[src/rtl/core/bscp_pkg.sv]
// Shared types and constants of the bounded sorted candidate pool.
package bscp_pkg;

   localparam int CSR_DATA_BITS = 21;
   localparam int WORD_BITS     = 32;
   localparam int BIT_SEL_BITS  = 5;

   localparam logic [0:0] CSR_POOL_LIMIT = 1'b0;
   localparam logic [0:0] CSR_NODE_COUNT = 1'b1;

   localparam logic [7:0]  POOL_MIN       = 8'd10;
   localparam logic [7:0]  POOL_LIMIT_RST = 8'd100;
   localparam logic [20:0] NODE_COUNT_RST = 21'h100000;

   typedef enum logic [1:0] {
      MODE_CLEAR = 2'd0,
      MODE_OFFER = 2'd1,
      MODE_TAKE  = 2'd2,
      MODE_READ  = 2'd3
   } bscp_mode_type;

   typedef enum logic [2:0] {
      STS_OK      = 3'd0,
      STS_SEEN    = 3'd1,
      STS_RANGE   = 3'd2,
      STS_DROPPED = 3'd3,
      STS_NONE    = 3'd4,
      STS_EMPTY   = 3'd5,
      STS_CLEARED = 3'd6
   } bscp_status_type;

   typedef enum logic [1:0] {
      S_CLEAR = 2'd0,
      S_IDLE  = 2'd1,
      S_EXEC  = 2'd2
   } bscp_state_type;

   typedef struct packed {
      logic ins;
      logic mark;
   } bscp_cell_ctl_type;

endpackage

[src/rtl/core/bscp_cell.sv]
// One list cell: holds an entry; on insert shifts, takes the new entry or keeps; on take marks it expanded.
module bscp_cell #(
   parameter int INDEX     = 0,
   parameter int NODE_BITS = 20,
   parameter int FILL_BITS = 8
) (
   input  logic                         clock,
   input  bscp_pkg::bscp_cell_ctl_type  ctl,
   input  logic [FILL_BITS-1:0]         fill,
   input  logic [NODE_BITS-1:0]         new_node,
   input  logic signed [31:0]           new_dist,
   input  logic [NODE_BITS-1:0]         left_node,
   input  logic signed [31:0]           left_dist,
   input  logic                         left_exp,
   input  logic                         left_before,
   output logic [NODE_BITS-1:0]         node,
   output logic signed [31:0]           distance,
   output logic                         exp,
   output logic                         valid,
   output logic                         ahead,
   output logic                         cand
);
   import bscp_pkg::*;

   logic [NODE_BITS-1:0] node_ff;
   logic signed [31:0]   dist_ff;
   logic                 exp_ff;

   assign valid    = FILL_BITS'(INDEX) < fill;
   assign ahead    = valid && ((dist_ff < new_dist) ||
                               ((dist_ff == new_dist) && (node_ff < new_node)));
   assign cand     = valid && !exp_ff;
   assign node     = node_ff;
   assign distance = dist_ff;
   assign exp      = exp_ff;

   always_ff @(posedge clock) begin
      if (ctl.ins) begin
         if (!left_before) begin
            node_ff <= left_node;
            dist_ff <= left_dist;
            exp_ff  <= left_exp;
         end else if (!ahead) begin
            node_ff <= new_node;
            dist_ff <= new_dist;
            exp_ff  <= 1'b0;
         end
      end else if (ctl.mark) begin
         exp_ff <= 1'b1;
      end
   end

endmodule

[config.mk]
export PLATFORM = sky130hd
export DESIGN_NAME = bscp_cell
export DESIGN_NICKNAME = d
export VERILOG_FILES = /design/src/rtl/core/bscp_pkg.sv /design/src/rtl/core/bscp_cell.sv
export SDC_FILE = /design/constraint.sdc
export NUM_CORES = 1
export LEC_CHECK = 0
export BUFFER_PORTS_ARGS = -buffer_cell sky130_fd_sc_hd__buf_2
export CAP_MARGIN = 20
export CORE_AREA = 2 2 123 65
export DETAILED_ROUTE_END_ITERATION = 6
export DIE_AREA = 0 0 125 67
export PLACE_DENSITY = 0.85
export SLEW_MARGIN = 40
export SYNTH_ARGS = -nofsm -noshare
export SYNTH_HDL_FRONTEND = slang
export SYNTH_SLANG_ARGS = --single-unit
[constraint.sdc]
create_clock -name clock -period 10.51 [get_ports clock]
set_input_delay 2.102 -clock clock [delete_from_list [all_inputs] [get_ports clock]]
set_output_delay 2.102 -clock clock [all_outputs]
set_load 0.01 [all_outputs]
==> qor.csv <==
stage,metric,value,unit
setup_path,Critical Path RT,8.41,ns
clock_network,CTS Hold Bufs,0,
place,Placer Congestion,0.775,
floorplan,num rows,22,
floorplan,IO Count,173,
drt,Post-Route WL,8670,um
finish,Ant. Diodes,0,
clock_network,CTS tree,done,
clock_network,Root Driver,clkbuf_16,
setup_path,"Slowest-stage cell, CP",nor4_2,
place,PortBufs,172,
yosys,"Cell Area, Synth",3630,um2
pwr,VDD IR max,0.0757,mV
clock_network,clock tree sinks,53,
setup_path,Register-to-Register Setup Slack,7.25,ns
finish,FILL cells,598,
yosys,Post-Syn Instances,301,
floorplan,Starting Density,0.504,
drt,WL per Instance,15.1,um
drt,initial DRC count,91,
grt,grt peak-use layer,met2,
setup_path,end of the worst register-to-register path,distance[26],
grt,grt total ovfl,0,
drt,remaining antenna violation count,0,
timing,Max Clock Freq,160,MHz
floorplan,width of the die,125,um
grt,grt met2 use,0.414,
grt,gr usage total,0.206,
finish,share of cells above drive strength 1,0.517,
clock_network,CTS max path bufs,2,
place,placed cells,566,
worst_hold_path,hold_sp,distance[31],
job,MaxCap Viol Count,0,
setup_path,maximum fanout along the worst path,4,
yosys,post-synth net total,469,
setup_path,crit path DAT,4.16,ns
timing,minimum clock period,6.26,ns
finish,Finished Layout Cells,574,
finish,register area,1590,um2
drt,vias per cell,5.05,
timing,Final Setup Violations,0,
yosys,sequential-to-total area share from yosys stat,0.438,
grt,pin count of the biggest net entering global routing,56,
setup_path,crit start category,input port,
clock_network,post_cts resized,0,
timing,TNS Setup,0,ns
grt,initial antenna violation count,0,
timing,slew at the pin with the worst max-slew slack,0.744,ns
clock_network,setup bufs post-CTS,0,
setup_path,critical path's most frequent cell,buf_2,
timing,Clock Skew,0.00680,ns
pwr,Pleak,2.34,nW
timing,Slew HR,0.504,
setup_path,Worst Reg2Reg Path Length in Cells,9,
clock_network,"CTS clk-pin slew, worst paths",0.07,ns
clock_network,Num CTS Buffers,5,
setup_path,Critical Path Max Stage Delay,0.40,ns
finish,area taken by multi-input logic gates,1830,um2
timing,unrepaired setup endpoints after global routing,no,
finish,"Area growth, synth to finish",31.2,%
timing,Fin. Hold Viols,0,
run_status,outcome,completed,
yosys,post-synthesis area per instance,12.1,um2
yosys,yosys warns,0,
timing,fin. max-slew vios,0,
yosys,"Distinct cells, synth",36,
worst_hold_path,hold endpoint,exp,
clock_network,clk_lat worst skew,0.29,ns
setup_path,worst r2r src,distance[31],
clock_network,CTS H-tree lvls,2,
drt,drt drc,0,
drt,vias after detailed routing,2901,
worst_hold_path,HP Class,reg -> reg,
setup_path,critical-path cell list,buf_2 -> inv_1 -> ha_1 -> nand4_2 -> nor4_2 -> nand4_1 -> a211o_1 -> o211ai_2 -> and2_1 -> buf_2,
drt,1st-pass router iterations,4,
grt,first-pass GRT wire length,13500,um
yosys,Yosys reg bits,53,
grt,met1 Use GR,0.225,
floorplan,Core Box Area,7210,um2
pwr,PD cells,120,nW/um2
worst_hold_path,hold depth,4,
floorplan,die height,67,um
grt,vias in the first global route,2979,
grt,M3 GR Usage,0.0450,
setup_path,CP Capture Type,output port,
timing,WHS,1.14,ns
pwr,Tot Pwr,0.574,mW
timing,fin crit share,0.596,
place,Final HPWL DP,7120,um
setup_path,critical path type,in -> out,
floorplan,die area,8380,um2
finish,Final nets,645,
[worst max-delay path, delay by kind of cell]
kind | cells | cell delay, ns
fa+ha+maj | 1 | 0.35
buf+inv | 3 | 0.25
simple gates | 4 | 1.00
compound gates | 2 | 0.45
[metal layers]
layer,vias to the layer above,share of wire
met5,-,0
met4,0,0.014
met3,10,0.040
met2,66,0.55
met1,1369,0.40
li1,1456,-
[sequential cells by signal, indices dropped and copies added (netlist names)]
register / count
node: 20
distance: 32
exp: 1
[cell usage after synthesis]
master | n | area [um2]
mux2_2 | 52 | 586
nand4_2 | 3 | 37.5
a211o_1 | 1 | 8.76
and2_1 | 1 | 6.26
a21oi_2 | 2 | 17.5
o41ai_1 | 2 | 17.5
a211oi_1 | 2 | 15.0
o211ai_1 | 1 | 7.51
nor4_1 | 2 | 12.5
nand2_1 | 9 | 33.8
clkbuf_1 | 2 | 7.51
nand2b_1 | 1 | 6.26
nand4_1 | 6 | 37.5
nor4b_2 | 1 | 15.0
a21o_1 | 7 | 52.6
a41oi_1 | 2 | 17.5
a221oi_2 | 1 | 15.0
nor2b_1 | 3 | 18.8
a21oi_1 | 17 | 85.1
nor2_1 | 5 | 18.8
a31oi_1 | 1 | 6.26
o211ai_2 | 1 | 12.5
o21ai_0 | 4 | 20.0
nand4_4 | 1 | 21.3
nand3_2 | 1 | 10.0
or3_1 | 1 | 6.26
inv_1 | 53 | 199
nand3_1 | 4 | 20.0
a2111oi_4 | 1 | 27.5
buf_2 | 4 | 20.0
nor3_1 | 3 | 15.0
ha_1 | 51 | 638
nor4_2 | 1 | 12.5
o21ai_2 | 1 | 8.76
nor3_2 | 1 | 10.0
edfxtp_1 | 53 | 1590
[cells by family after synthesis]
logic type	synth area share
adders and majority gates	0.176
muxes	0.161
AOI/OAI and AO/OA	0.0857
DFF	0.438
buffers and inverters	0.0623
and+or+nand+nor	0.0775
[per-stage QoR]
stage	setup WS [ns]	utilization	instance area [um2]
after global placement	4.29	0.640	4620
after global routing	4.12	0.661	4770
final	4.25	0.661	4770
after CTS	4.27	0.661	4770
after floorplan	4.07	-	3630
after detailed placement	4.29	0.642	4630
[placed cells by master, fill, tap and decap left out, drive strengths merged]
cell and instances:
buf 175, inv 53, edfxtp 53, mux2 52, ha 51, a21oi 19, nand4 10, nand2 9
clkbuf 8, a21o 7, nor2 5, o21ai 5, nand3 5, nor3 4, nor2b 3, nor4 3
a211oi 2, o41ai 2, a41oi 2, o211ai 2, a221oi 1, or3 1, nor4b 1, nand2b 1
a2111oi 1, a211o 1, and2 1, a31oi 1
[where the power goes]
part	internal, mW	switching (mW)
Combinational	0.0720	0.0765
Clock	0.0889	0.0714
Sequential	0.256	0.00893
Total	0.417	0.157
[how the worst max path moves through the flow]
stage / startpoint / endpoint / slack [ns]
after CTS: new_dist[14] / ahead / 4.27
final: new_dist[31] / ahead / 4.25
after global routing: new_dist[31] / ahead / 4.12
after detailed placement: new_dist[14] / ahead / 4.29
after global placement: new_dist[14] / ahead / 4.29
after floorplan: new_dist[14] / distance[0] / 4.07
[cell type report]
| class | count | share of cell area |
|---|---|---|
| Inverter | 53 | 0.0417 |
| Timing Repair Buffer | 175 | 0.187 |
| Sequential cell | 53 | 0.334 |
| Tap cell | 96 | 0.0252 |
| Multi-Input combinational cell | 189 | 0.384 |
| Clock buffer | 8 | 0.0286 |
Note: power is estimated with default switching activity, not from simulation.
